## src/sv/irpde_pkg.sv

```systemverilog
// ----------------------------------------------------------------------------
// irpde_pkg
// Shared types and constants for the IR pulse-distance frame encoder.
// ----------------------------------------------------------------------------
package irpde_pkg;

    localparam int FIFO_DEPTH_DEFAULT = 2;

    localparam int BYTE_W  = 8;
    localparam int UNIT_W  = 12;
    localparam int DUR_W   = 16;
    localparam int FMT_W   = 2;
    localparam int CFG_W   = 12;
    localparam int SEG_W   = 5;

    localparam logic [FMT_W-1:0] FMT_NONE = 2'd0;
    localparam logic [FMT_W-1:0] FMT_NEC  = 2'd1;
    localparam logic [FMT_W-1:0] FMT_AEHA = 2'd2;

    localparam logic REG_FRAME_FORMAT = 1'b0;
    localparam logic REG_UNIT_TIME    = 1'b1;

    localparam logic [FMT_W-1:0]  FRAME_FORMAT_RESET = FMT_NEC;
    localparam logic [UNIT_W-1:0] UNIT_TIME_RESET    = 12'd562;

    // Segment positions within one item
    localparam logic [SEG_W-1:0] SEG_LEAD_MARK  = 5'd0;
    localparam logic [SEG_W-1:0] SEG_LEAD_SPACE = 5'd1;
    localparam logic [SEG_W-1:0] SEG_BIT_FIRST  = 5'd2;
    localparam logic [SEG_W-1:0] SEG_BIT_LAST   = 5'd17;
    localparam logic [SEG_W-1:0] SEG_STOP       = 5'd18;

    typedef struct packed {
        logic [BYTE_W-1:0] data_byte;
        logic              present;
        logic              first;
        logic              last;
        logic              aeha;
        logic [UNIT_W-1:0] unit;
    } job_t;

endpackage

```

## src/sv/ir_pulse_distance_frame_encoder.sv

```systemverilog
// ----------------------------------------------------------------------------
// ir_pulse_distance_frame_encoder
// Turns IR frame bytes into timed mark and space segments (NEC / AEHA).
//
// Channel   Direction  Handshake        Word
// config    in         cfg_we           cfg_index, cfg_data
// items     in         push / full      data_byte, byte_present, frame_first,
//                                       frame_last
// segments  out        empty / pop      mark_level, duration_us, run_last
//
// One segment leaves per cycle while the output register is free or popped;
// a full byte with leader and stop is 19 segments, a bare byte 16. Words are
// queued while earlier ones are sequenced, so the input stalls only when the
// job queue is full. Words that produce no segment are dropped on entry. Reset
// clears the queue and the output register and loads the register reset values.
// ----------------------------------------------------------------------------
module ir_pulse_distance_frame_encoder
    import irpde_pkg::*;
#(
    parameter int FIFO_DEPTH = FIFO_DEPTH_DEFAULT
)
(
    input  logic              clk,
    input  logic              rst_n,
    input  logic              cfg_we,
    input  logic              cfg_index,
    input  logic [CFG_W-1:0]  cfg_data,
    input  logic              push,
    output logic              full,
    input  logic [BYTE_W-1:0] data_byte,
    input  logic              byte_present,
    input  logic              frame_first,
    input  logic              frame_last,
    output logic              empty,
    input  logic              pop,
    output logic              mark_level,
    output logic [DUR_W-1:0]  duration_us,
    output logic              run_last
);

    logic q_wr_en;
    job_t q_wr_data;
    logic q_rd_en;
    job_t q_rd_data;
    logic q_empty;

    irpde_front u_front (
        .clk          (clk),
        .rst_n        (rst_n),
        .cfg_we       (cfg_we),
        .cfg_index    (cfg_index),
        .cfg_data     (cfg_data),
        .push         (push),
        .q_full       (full),
        .data_byte    (data_byte),
        .byte_present (byte_present),
        .frame_first  (frame_first),
        .frame_last   (frame_last),
        .q_wr_en      (q_wr_en),
        .q_wr_data    (q_wr_data)
    );

    irpde_fifo #(
        .DEPTH (FIFO_DEPTH)
    ) u_fifo (
        .clk        (clk),
        .rst_n      (rst_n),
        .wr_en      (q_wr_en),
        .wr_data    (q_wr_data),
        .rd_en      (q_rd_en),
        .rd_data    (q_rd_data),
        .fifo_full  (full),
        .fifo_empty (q_empty)
    );

    irpde_back u_back (
        .clk         (clk),
        .rst_n       (rst_n),
        .head        (q_rd_data),
        .q_empty     (q_empty),
        .q_rd_en     (q_rd_en),
        .pop         (pop),
        .empty       (empty),
        .mark_level  (mark_level),
        .duration_us (duration_us),
        .run_last    (run_last)
    );

endmodule

```

## src/sv/irpde_fifo.sv

```systemverilog
// ----------------------------------------------------------------------------
// irpde_fifo
// Short job queue between the classifier and the segment sequencer.
// ----------------------------------------------------------------------------
module irpde_fifo
    import irpde_pkg::*;
#(
    parameter int DEPTH = FIFO_DEPTH_DEFAULT
)
(
    input  logic clk,
    input  logic rst_n,
    input  logic wr_en,
    input  job_t wr_data,
    input  logic rd_en,
    output job_t rd_data,
    output logic fifo_full,
    output logic fifo_empty
);

    localparam int PTR_W = (DEPTH > 1) ? $clog2(DEPTH) : 1;
    localparam int CNT_W = $clog2(DEPTH + 1);

    job_t             mem_reg [DEPTH];
    logic [PTR_W-1:0] wr_ptr_reg;
    logic [PTR_W-1:0] wr_ptr_next;
    logic [PTR_W-1:0] rd_ptr_reg;
    logic [PTR_W-1:0] rd_ptr_next;
    logic [CNT_W-1:0] count_reg;
    logic [CNT_W-1:0] count_next;

    assign fifo_full  = (count_reg == CNT_W'(DEPTH));
    assign fifo_empty = (count_reg == '0);
    assign rd_data    = mem_reg[rd_ptr_reg];

    always_comb
    begin
        wr_ptr_next = wr_ptr_reg;
        rd_ptr_next = rd_ptr_reg;
        count_next  = count_reg;
        if (wr_en)
        begin
            wr_ptr_next = (wr_ptr_reg == PTR_W'(DEPTH - 1)) ? '0 : wr_ptr_reg + 1'b1;
        end
        if (rd_en)
        begin
            rd_ptr_next = (rd_ptr_reg == PTR_W'(DEPTH - 1)) ? '0 : rd_ptr_reg + 1'b1;
        end
        if (wr_en && !rd_en)
        begin
            count_next = count_reg + 1'b1;
        end
        else if (!wr_en && rd_en)
        begin
            count_next = count_reg - 1'b1;
        end
    end

    always_ff @(posedge clk or negedge rst_n)
    begin
        if (!rst_n)
        begin
            wr_ptr_reg <= '0;
            rd_ptr_reg <= '0;
            count_reg  <= '0;
        end
        else
        begin
            wr_ptr_reg <= wr_ptr_next;
            rd_ptr_reg <= rd_ptr_next;
            count_reg  <= count_next;
        end
    end

    always_ff @(posedge clk)
    begin
        if (wr_en)
        begin
            mem_reg[wr_ptr_reg] <= wr_data;
        end
    end

endmodule

```

## src/sv/irpde_front.sv

```systemverilog
// ----------------------------------------------------------------------------
// irpde_front
// Configuration registers and word classifier: drops words that produce no
// segments and queues the rest with the format and unit time they need.
// ----------------------------------------------------------------------------
module irpde_front
    import irpde_pkg::*;
(
    input  logic              clk,
    input  logic              rst_n,
    input  logic              cfg_we,
    input  logic              cfg_index,
    input  logic [CFG_W-1:0]  cfg_data,
    input  logic              push,
    input  logic              q_full,
    input  logic [BYTE_W-1:0] data_byte,
    input  logic              byte_present,
    input  logic              frame_first,
    input  logic              frame_last,
    output logic              q_wr_en,
    output job_t              q_wr_data
);

    logic [FMT_W-1:0]  frame_format_reg;
    logic [UNIT_W-1:0] unit_time_reg;
    logic              fmt_valid;
    logic              has_segments;

    always_ff @(posedge clk or negedge rst_n)
    begin
        if (!rst_n)
        begin
            frame_format_reg <= FRAME_FORMAT_RESET;
            unit_time_reg    <= UNIT_TIME_RESET;
        end
        else if (cfg_we)
        begin
            unique case (cfg_index)
                REG_FRAME_FORMAT: frame_format_reg <= cfg_data[FMT_W-1:0];
                REG_UNIT_TIME:    unit_time_reg    <= cfg_data[UNIT_W-1:0];
                default:          ;
            endcase
        end
    end

    always_comb
    begin
        fmt_valid    = (frame_format_reg == FMT_NEC) || (frame_format_reg == FMT_AEHA);
        has_segments = frame_first || byte_present || frame_last;
        q_wr_en      = push && !q_full && fmt_valid && has_segments;

        q_wr_data.data_byte = data_byte;
        q_wr_data.present   = byte_present;
        q_wr_data.first     = frame_first;
        q_wr_data.last      = frame_last;
        q_wr_data.aeha      = (frame_format_reg == FMT_AEHA);
        q_wr_data.unit      = unit_time_reg;
    end

endmodule

```

## src/sv/irpde_back.sv

```systemverilog
// ----------------------------------------------------------------------------
// irpde_back
// Segment sequencer: walks the head job one segment per cycle into the output
// register while it is free or popped and releases the job on its final segment.
// ----------------------------------------------------------------------------
module irpde_back
    import irpde_pkg::*;
(
    input  logic             clk,
    input  logic             rst_n,
    input  job_t             head,
    input  logic             q_empty,
    output logic             q_rd_en,
    input  logic             pop,
    output logic             empty,
    output logic             mark_level,
    output logic [DUR_W-1:0] duration_us,
    output logic             run_last
);

    logic             busy_reg;
    logic             busy_next;
    logic [SEG_W-1:0] seg_reg;
    logic [SEG_W-1:0] seg_next;
    logic             out_valid_reg;
    logic             out_valid_next;
    logic             mark_reg;
    logic [DUR_W-1:0] dur_reg;
    logic             last_reg;

    logic [SEG_W-1:0] start_seg;
    logic [SEG_W-1:0] cur_seg;
    logic [SEG_W-1:0] after_seg;
    logic [SEG_W-1:0] bit_pos;
    logic             seg_done;
    logic             emit;
    logic             seg_mark;
    logic [DUR_W-1:0] seg_dur;
    logic [DUR_W-1:0] t1;
    logic [DUR_W-1:0] t3;

    assign empty       = !out_valid_reg;
    assign mark_level  = mark_reg;
    assign duration_us = dur_reg;
    assign run_last    = last_reg;

    always_comb
    begin
        start_seg = head.first ? SEG_LEAD_MARK : (head.present ? SEG_BIT_FIRST : SEG_STOP);
        cur_seg   = busy_reg ? seg_reg : start_seg;
        after_seg = cur_seg + 1'b1;
        seg_done  = 1'b0;
        unique case (cur_seg)
            SEG_LEAD_SPACE:
            begin
                after_seg = head.present ? SEG_BIT_FIRST : SEG_STOP;
                seg_done  = !head.present && !head.last;
            end
            SEG_BIT_LAST:
            begin
                after_seg = SEG_STOP;
                seg_done  = !head.last;
            end
            SEG_STOP:
            begin
                seg_done = 1'b1;
            end
            default: ;
        endcase

        t1      = DUR_W'(head.unit);
        t3      = t1 + (t1 << 1);
        bit_pos = cur_seg - SEG_BIT_FIRST;
        seg_mark = 1'b1;
        seg_dur  = t1;
        if (cur_seg == SEG_LEAD_MARK)
        begin
            seg_dur = head.aeha ? (t1 << 3) : (t1 << 4);
        end
        else if (cur_seg == SEG_LEAD_SPACE)
        begin
            seg_mark = 1'b0;
            seg_dur  = head.aeha ? (t1 << 2) : (t1 << 3);
        end
        else if (cur_seg != SEG_STOP && cur_seg[0])
        begin
            seg_mark = 1'b0;
            seg_dur  = head.data_byte[bit_pos[3:1]] ? t3 : t1;
        end

        emit    = !q_empty && (!out_valid_reg || pop);
        q_rd_en = emit && seg_done;

        busy_next = busy_reg;
        seg_next  = seg_reg;
        if (emit)
        begin
            busy_next = !seg_done;
            seg_next  = after_seg;
        end

        out_valid_next = out_valid_reg;
        if (emit)
        begin
            out_valid_next = 1'b1;
        end
        else if (pop)
        begin
            out_valid_next = 1'b0;
        end
    end

    always_ff @(posedge clk or negedge rst_n)
    begin
        if (!rst_n)
        begin
            busy_reg      <= 1'b0;
            seg_reg       <= SEG_LEAD_MARK;
            out_valid_reg <= 1'b0;
        end
        else
        begin
            busy_reg      <= busy_next;
            seg_reg       <= seg_next;
            out_valid_reg <= out_valid_next;
        end
    end

    always_ff @(posedge clk)
    begin
        if (emit)
        begin
            mark_reg <= seg_mark;
            dur_reg  <= seg_dur;
            last_reg <= seg_done;
        end
    end

`ifndef NO_ASSERTIONS
    a_busy_has_head: assert property (@(posedge clk) disable iff (!rst_n)
        busy_reg |-> !q_empty)
        else $error("sequencer busy without a queued job");

    a_busy_seg_range: assert property (@(posedge clk) disable iff (!rst_n)
        busy_reg |-> (seg_reg >= SEG_LEAD_SPACE) && (seg_reg <= SEG_STOP))
        else $error("sequencer position out of range");

    a_release_marks_last: assert property (@(posedge clk) disable iff (!rst_n)
        q_rd_en |=> out_valid_reg && run_last && !busy_reg)
        else $error("job released without a final segment");

    a_mid_job_continues: assert property (@(posedge clk) disable iff (!rst_n)
        emit && !seg_done |=> busy_reg && !run_last)
        else $error("job dropped before its final segment");
`endif

endmodule

```

## config.mk

```make
export PLATFORM = sky130hd
export DESIGN_NAME = ir_pulse_distance_frame_encoder
export DESIGN_NICKNAME = d
export VERILOG_FILES = /design/src/sv/irpde_pkg.sv /design/src/sv/ir_pulse_distance_frame_encoder.sv /design/src/sv/irpde_fifo.sv /design/src/sv/irpde_front.sv /design/src/sv/irpde_back.sv
export SDC_FILE = /design/constraint.sdc
export NUM_CORES = 1
export LEC_CHECK = 0
export BUFFER_PORTS_ARGS = -buffer_cell sky130_fd_sc_hd__buf_2
export CORE_MARGIN = 5
export CORE_UTILIZATION = 53
export DETAILED_ROUTE_END_ITERATION = 10
export PLACE_DENSITY = 0.83
export SLEW_MARGIN = 20
export SYNTH_ARGS = -nofsm -noshare
export SYNTH_HDL_FRONTEND = slang
export SYNTH_SLANG_ARGS = --single-unit
```

## constraint.sdc

```tcl
create_clock -name clk -period 3 [get_ports clk]
set_input_delay 0.3 -clock clk [delete_from_list [all_inputs] [get_ports clk]]
set_output_delay 0.3 -clock clk [all_outputs]
set_load 0.05 [all_outputs]
```

==> results.cfg, run 1 <==
[routing]
via_per_inst = 5.945
drtAntennaViolNets = 0
via_count = 3365
drt-pass1-iter-count = 6
wl_um = 10010
drc = 0
drtIter0Drc = 384
wire_per_inst_um = 17.69

[synthesis]
synth_edf_count = 66
synth_ff_type = edfxtp_1
ys_seq_area_frac = 0.5553
synth.most_common_cell = edfxtp_1
netlist_area_mm2 = 0.004707
synthDominantCellAreaShare = 0.4211
async_flop_share = 0.2747
synth_fp_nets = 421
yosys_warnings = 0
yosysUniqueCellTypes = 66
yosys.area.top_type = edfxtp_1
synth_area_leaders = edfxtp_1 (42%), dfrtp_1 (11%), ha_1 (5.3%), mux2_2 (4.5%), mux2i_1 (4.5%)
ys_seq_elements = 91
synth_common_cells = edfxtp_1 (66), nand2_1 (23), inv_1 (21), mux2i_1 (21)
syn_avg_cell_area_um2 = 12.69
synthCells = 371

[layout]
largest_reg_flops = 48
nNetsFinal = 503
n_antenna_cell = 0
syn2layout_area_growth_pct = 17.44
regArea_mm2 = 0.002615
multi_input_area_mm2 = 0.002009
postLayoutCoreUtil = 0.6370
fillers = 680
drive_above_1_share = 0.3210

[clock_tree]
clkTransAtPathRegs_ns = 0.09
cts_num_sinks = 91
clk_path_buf_depth = 2
cts_tree = built
cts_buffers = 9
htree_levels = 3
cts-root-buf = clkbuf_8
clkLatencyLatePin_ns = 0.37

[grt]
grt_pass1_vias = 3294
grt_pass1_wl_um = 16260
antenna_found_initial = 0
grt_max_degree = 26
track_usage = 0.1871
grt-ovfl-total = 0

[timing]
setup_viol = 0
maxSlewHeadroom = 0.5577
final.period_utilization = 0.9605
setup_tns_ns = 0
worst_pin_slew_ns = 0.6542
fmax_ghz = 0.3470
hold_viol = 0
period_needed_ns = 2.882
layout_setup_ws_ns = 0.1185
fin_skew_ns = 0.01013
drv_slew = 0

[min_path]
min-delay-start = data_byte[7]
worstHoldPathCells = 1
min_path_type = in2reg
holdPathEnd = u_fifo.mem_reg[0][23]

[floorplan]
core_mm2 = 0.008678
die_x_um = 104.2
die_height_um = 104.2
start_util = 0.5424
design.die.area_mm2 = 0.01087
io_pins = 49
row_count = 34

[setup_path]
worstPathArrival_ns = 2.97
reg2reg_from = u_fifo.rd_ptr_reg
ff2ff_path_depth = 10
critPathLaunchType = register
worstPathRequired_ns = 3.09
path_class = reg2reg
reg2reg_to = u_back.duration_us[3]
end_kind = register
worstPathMaxFanout = 14
rrSetupSlack_ns = 0.12

[power_and_ir_drop]
peakVddDrop_mv = 0.4812
p_leak_nw = 2.255
power_density_mw_per_mm2 = 1165
pwr-share-seq = 0.303
combPwrFrac = 0.575
p_sw_w = 0.002897
cell_internal_pwr_w = 0.003544
p_clk_frac = 0.122
finalPower_w = 0.006441
netSwitchingFraction = 0.4498

[place]
dp_hpwl_um = 7249
pre_cts_ws_ns = -0.06105
port_buffers = 48
gp_congestion = 0.8262

[job]
cap_violations = 0

[run_status]
status = completed
## kinds of logic after synthesis
kind of cell    after synthesis  synth area share
compound gates               81            0.1241
xor+xnor                     15           0.02791
fa+ha+maj                    21           0.05742
buf+inv                      34           0.03774
flops                        91            0.5553
mux                          43            0.1034
simple gates                 86           0.09410
## worst max-delay path by stage
stage               cells past startpoint              start                endpoint
global placement                       11  u_fifo.rd_ptr_reg  u_back.duration_us[10]
detailed placement                     10  u_fifo.rd_ptr_reg  u_back.duration_us[13]
finish                                 10  u_fifo.rd_ptr_reg   u_back.duration_us[3]
floorplan                              13  u_fifo.rd_ptr_reg  u_back.duration_us[11]
CTS                                    10  u_fifo.rd_ptr_reg  u_back.duration_us[13]
global route                           11  u_fifo.rd_ptr_reg   u_back.duration_us[3]
## power groups by stage
stage / registers [W] / logic, W / clock network, W
after floorplan: 0.00238 / 0.00217 / 0
after global placement: 0.00197 / 0.00333 / 0
after detailed placement: 0.00198 / 0.00342 / 0
after CTS: 0.00195 / 0.00347 / 0.000801
after global routing: 0.00199 / 0.00398 / 0.000847
final: 0.00195 / 0.00370 / 0.000785
## final cells by class
class,instances,area share
multi-input cells,247,0.3635
repair buffers,82,0.09077
clock inverters,7,0.01086
inverters,22,0.01494
well taps,108,0.02445
clock buffers,9,0.02241
flip-flops and latches,91,0.4731
## metrics by stage
stage | hold WS (ns) | instances | area [um^2]
after detailed placement | 0.3680 | 547 | 5253
after CTS | 0.1083 | 564 | 5455
final | 0.1187 | 566 | 5528
after global routing | 0.1075 | 566 | 5528
after floorplan | 0.004409 | 371 | 4737
after global placement | 0.3517 | 547 | 5253
## critical path, stage by stage, from the launching register on
cell and delay, ns:
dfrtp_2 0.48, buf_4 0.22, a211oi_2 0.20, a21o_1 0.12
inv_1 0.10, ha_4 0.32, nor4_1 0.05, or4_4 0.59
o21ai_4 0.15, nand2b_4 0.22, o221ai_1 0.15
## cells in the final DEF (no fill, tap or decap), types with 6 or more instances in the layout
cell type and instances:
dfrtp_1 19, a21oi_1 11, o21ai_0 14, mux2_2 19
buf_4 32, edfxtp_1 66, o22ai_1 6, nor3_1 8
buf_2 48, nor2_1 19, inv_1 20, ha_1 19
nand2_1 23, mux2i_1 19, nand3_1 11, o221ai_1 8
clkbuf_8 9, xor2_1 10
## layer usage
metal / vias to the layer above / part of all wire / global-route usage
met4: 0 / 0.037 / 0.09066
met3: 34 / 0.068 / 0.03724
li1: 1584 / - / -
met5: - / 0 / 0
met1: 1604 / 0.43 / 0.2529
met2: 143 / 0.47 / 0.2892
## what timing repair did
item / CTS / global route
hold buffers: 1 / 0
hold endpoints to repair: 20 / 0
resized for setup: 3 / 12
endpoints found under the setup margin: 7 / 10
setup buffers: 0 / 1
cloned: 0 / 1
pin swaps: 0 / 2
No activity file was read; power rests on OpenSTA's default activity.
==> inputs of run 2 (changes only) <==
--- a/config.mk
+++ b/config.mk
@@ -7,9 +7,9 @@
 export LEC_CHECK = 0
 export BUFFER_PORTS_ARGS = -buffer_cell sky130_fd_sc_hd__buf_2
 export CORE_MARGIN = 5
-export CORE_UTILIZATION = 53
+export CORE_UTILIZATION = 63
 export DETAILED_ROUTE_END_ITERATION = 10
-export PLACE_DENSITY = 0.83
+export PLACE_DENSITY = 0.92
 export SLEW_MARGIN = 20
 export SYNTH_ARGS = -nofsm -noshare
 export SYNTH_HDL_FRONTEND = slang
==> constraint.sdc (replaced) <==
create_clock -name clk -period 3.5 [get_ports clk]
set_input_delay 0.35 -clock clk [delete_from_list [all_inputs] [get_ports clk]]
set_output_delay 0.35 -clock clk [all_outputs]
set_load 0.05 [all_outputs]
==> run 2 against run 1 <==
Setup slack improved by 0.15 ns; via count fell by 4.8%; clock skew fell by 0.0020 ns; critical path depth did not move.
==> results.cfg, run 2 (synthesis gave the netlist of run 1 again) <==
[power_and_ir_drop]
peakVddDrop_mv = 0.4888
power_density_mw_per_mm2 = 968.5
p_leak_nw = 2.140

[floorplan]
core_mm2 = 0.007253
start_util = 0.6490
row_count = 31
die_height_um = 96.44
io_pins = 49
design.die.area_mm2 = 0.009300
die_x_um = 96.44

[clock_tree]
clkTransAtPathRegs_ns = 0.09
htree_levels = 3
cts_num_sinks = 91
cts-root-buf = clkbuf_8
clk_path_buf_depth = 2
postCtsHoldBufs = 0
clkLatencyLatePin_ns = 0.36
cts_tree = built
cts_buffers = 9

[routing]
drtIter0Drc = 288
wire_per_inst_um = 17.37
drtAntennaViolNets = 0
via_per_inst = 5.998
drt-pass1-iter-count = 7
via_count = 3203
drc = 0
wl_um = 9275

[layout]
drive_above_1_share = 0.2598
fillers = 483
syn2layout_area_growth_pct = 11.64
fin_area_mm2 = 0.005255
finalNonFillerCells = 534
n_antenna_cell = 0
layout_common_cells = edfxtp_1 (66), buf_2 (48), nand2_1 (23)
largest_reg_flops = 48
nNetsFinal = 480
final_common_cell = edfxtp_1

[setup_path]
path_class = reg2reg
critPathLaunchType = register
worstPathMaxFanout = 5
worstPathRequired_ns = 3.59
reg2reg_to = u_back.duration_us[11]
cpMostUsedCell = o221ai_1
end_kind = register
crit_start = u_fifo.rd_ptr_reg
cp_slowest_cell = a2111oi_0
reg2reg_from = u_fifo.rd_ptr_reg
ff2ff_path_depth = 10
rrSetupSlack_ns = 0.27
path_cells = mux2i_1 > inv_1 > ha_1 > fa_1 > a21oi_1 > o221ai_1 > a2111oi_0 > nor3_1 > xnor2_1 > o221ai_1
worstPathArrival_ns = 3.32
critPathBufInv = 1
critPathMaxStageDelay_ns = 0.46
critPathTopFamily = compound AO/OA/AOI/OAI gates

[timing]
fmax_ghz = 0.3092
worst_pin_slew_ns = 0.6783
setup_tns_ns = 0
period_needed_ns = 3.234
rsz0062_at_grt = false
final.period_utilization = 0.9240
fin_skew_ns = 0.008099
drv_slew = 0
hold_viol = 0
maxSlewHeadroom = 0.5415
setup_viol = 0

[grt]
grt_pass1_vias = 3023
antenna_found_initial = 0
grt_max_degree = 26
track_usage = 0.2167
grt-ovfl-total = 0
grt_pass1_wl_um = 15010

[place]
dp_hpwl_um = 6787
gp_congestion = 0.8907
placed_area_mm2 = 0.005069
dp_cells = 518
port_buffers = 48

[job]
cap_violations = 0

[min_path]
min_path_type = in2async

[run_status]
status = completed
## run 2: what timing repair did
item / in CTS / in global routing
buffers inserted: 0 / 0
endpoints found under the setup margin: 0 / 4
endpoints found under the hold margin: 0 / 0
resized for setup: 0 / 1
## run 2: area by class of cell
cell class / count / area (um^2) / share of cell area
flip-flops and latches: 91 / 2614 / 0.4974
multi-input cells: 246 / 1926 / 0.3664
repair buffers: 60 / 330.3 / 0.06286
clock buffers: 9 / 123.9 / 0.02357
well taps: 99 / 123.9 / 0.02357
inverters: 22 / 82.58 / 0.01571
clock inverters: 7 / 55.05 / 0.01048
## run 2: routing by layer
| metal | vias to the layer above | GRT usage | part of all wire |
|---|---|---|---|
| met2 | 141 | 0.3370 | 0.45 |
| met1 | 1513 | 0.3089 | 0.45 |
| met3 | 13 | 0.03408 | 0.074 |
| met5 | - | 0 | 0 |
| li1 | 1536 | - | - |
| met4 | 0 | 0.08411 | 0.022 |
## run 2: through the flow
stage / utilization / setup WS (ns) / total power, W / hold WS (ns)
after floorplan: - / 0.2892 / 0.003863 / 0.05441
after global placement: 0.6988 / 0.4020 / 0.004338 / 0.3977
after detailed placement: 0.6988 / 0.2045 / 0.004402 / 0.4088
after CTS: 0.7235 / 0.1909 / 0.005066 / 0.01108
after global routing: 0.7245 / 0.06126 / 0.005427 / 0.03303
final: 0.7245 / 0.2661 / 0.005090 / 0.009180
## run 2: worst max-delay path by stage
stage	endpoint	slack [ns]	depth (start not counted)
2_1_floorplan	u_back.duration_us[11]	0.29	13
4_1_cts	u_back.duration_us[3]	0.19	10
5_1_grt	u_back.duration_us[13]	0.06	10
3_3_place_gp	u_back.duration_us[6]	0.40	10
3_5_place_dp	u_back.duration_us[3]	0.20	10
6_report	u_back.duration_us[11]	0.27	10
## run 2: power by group
group	internal [W]	total [W]	switching [W]
sequential	0.00154	0.00169	0.000146
clock	0.000267	0.000652	0.000385
combinational	0.000999	0.00275	0.00175
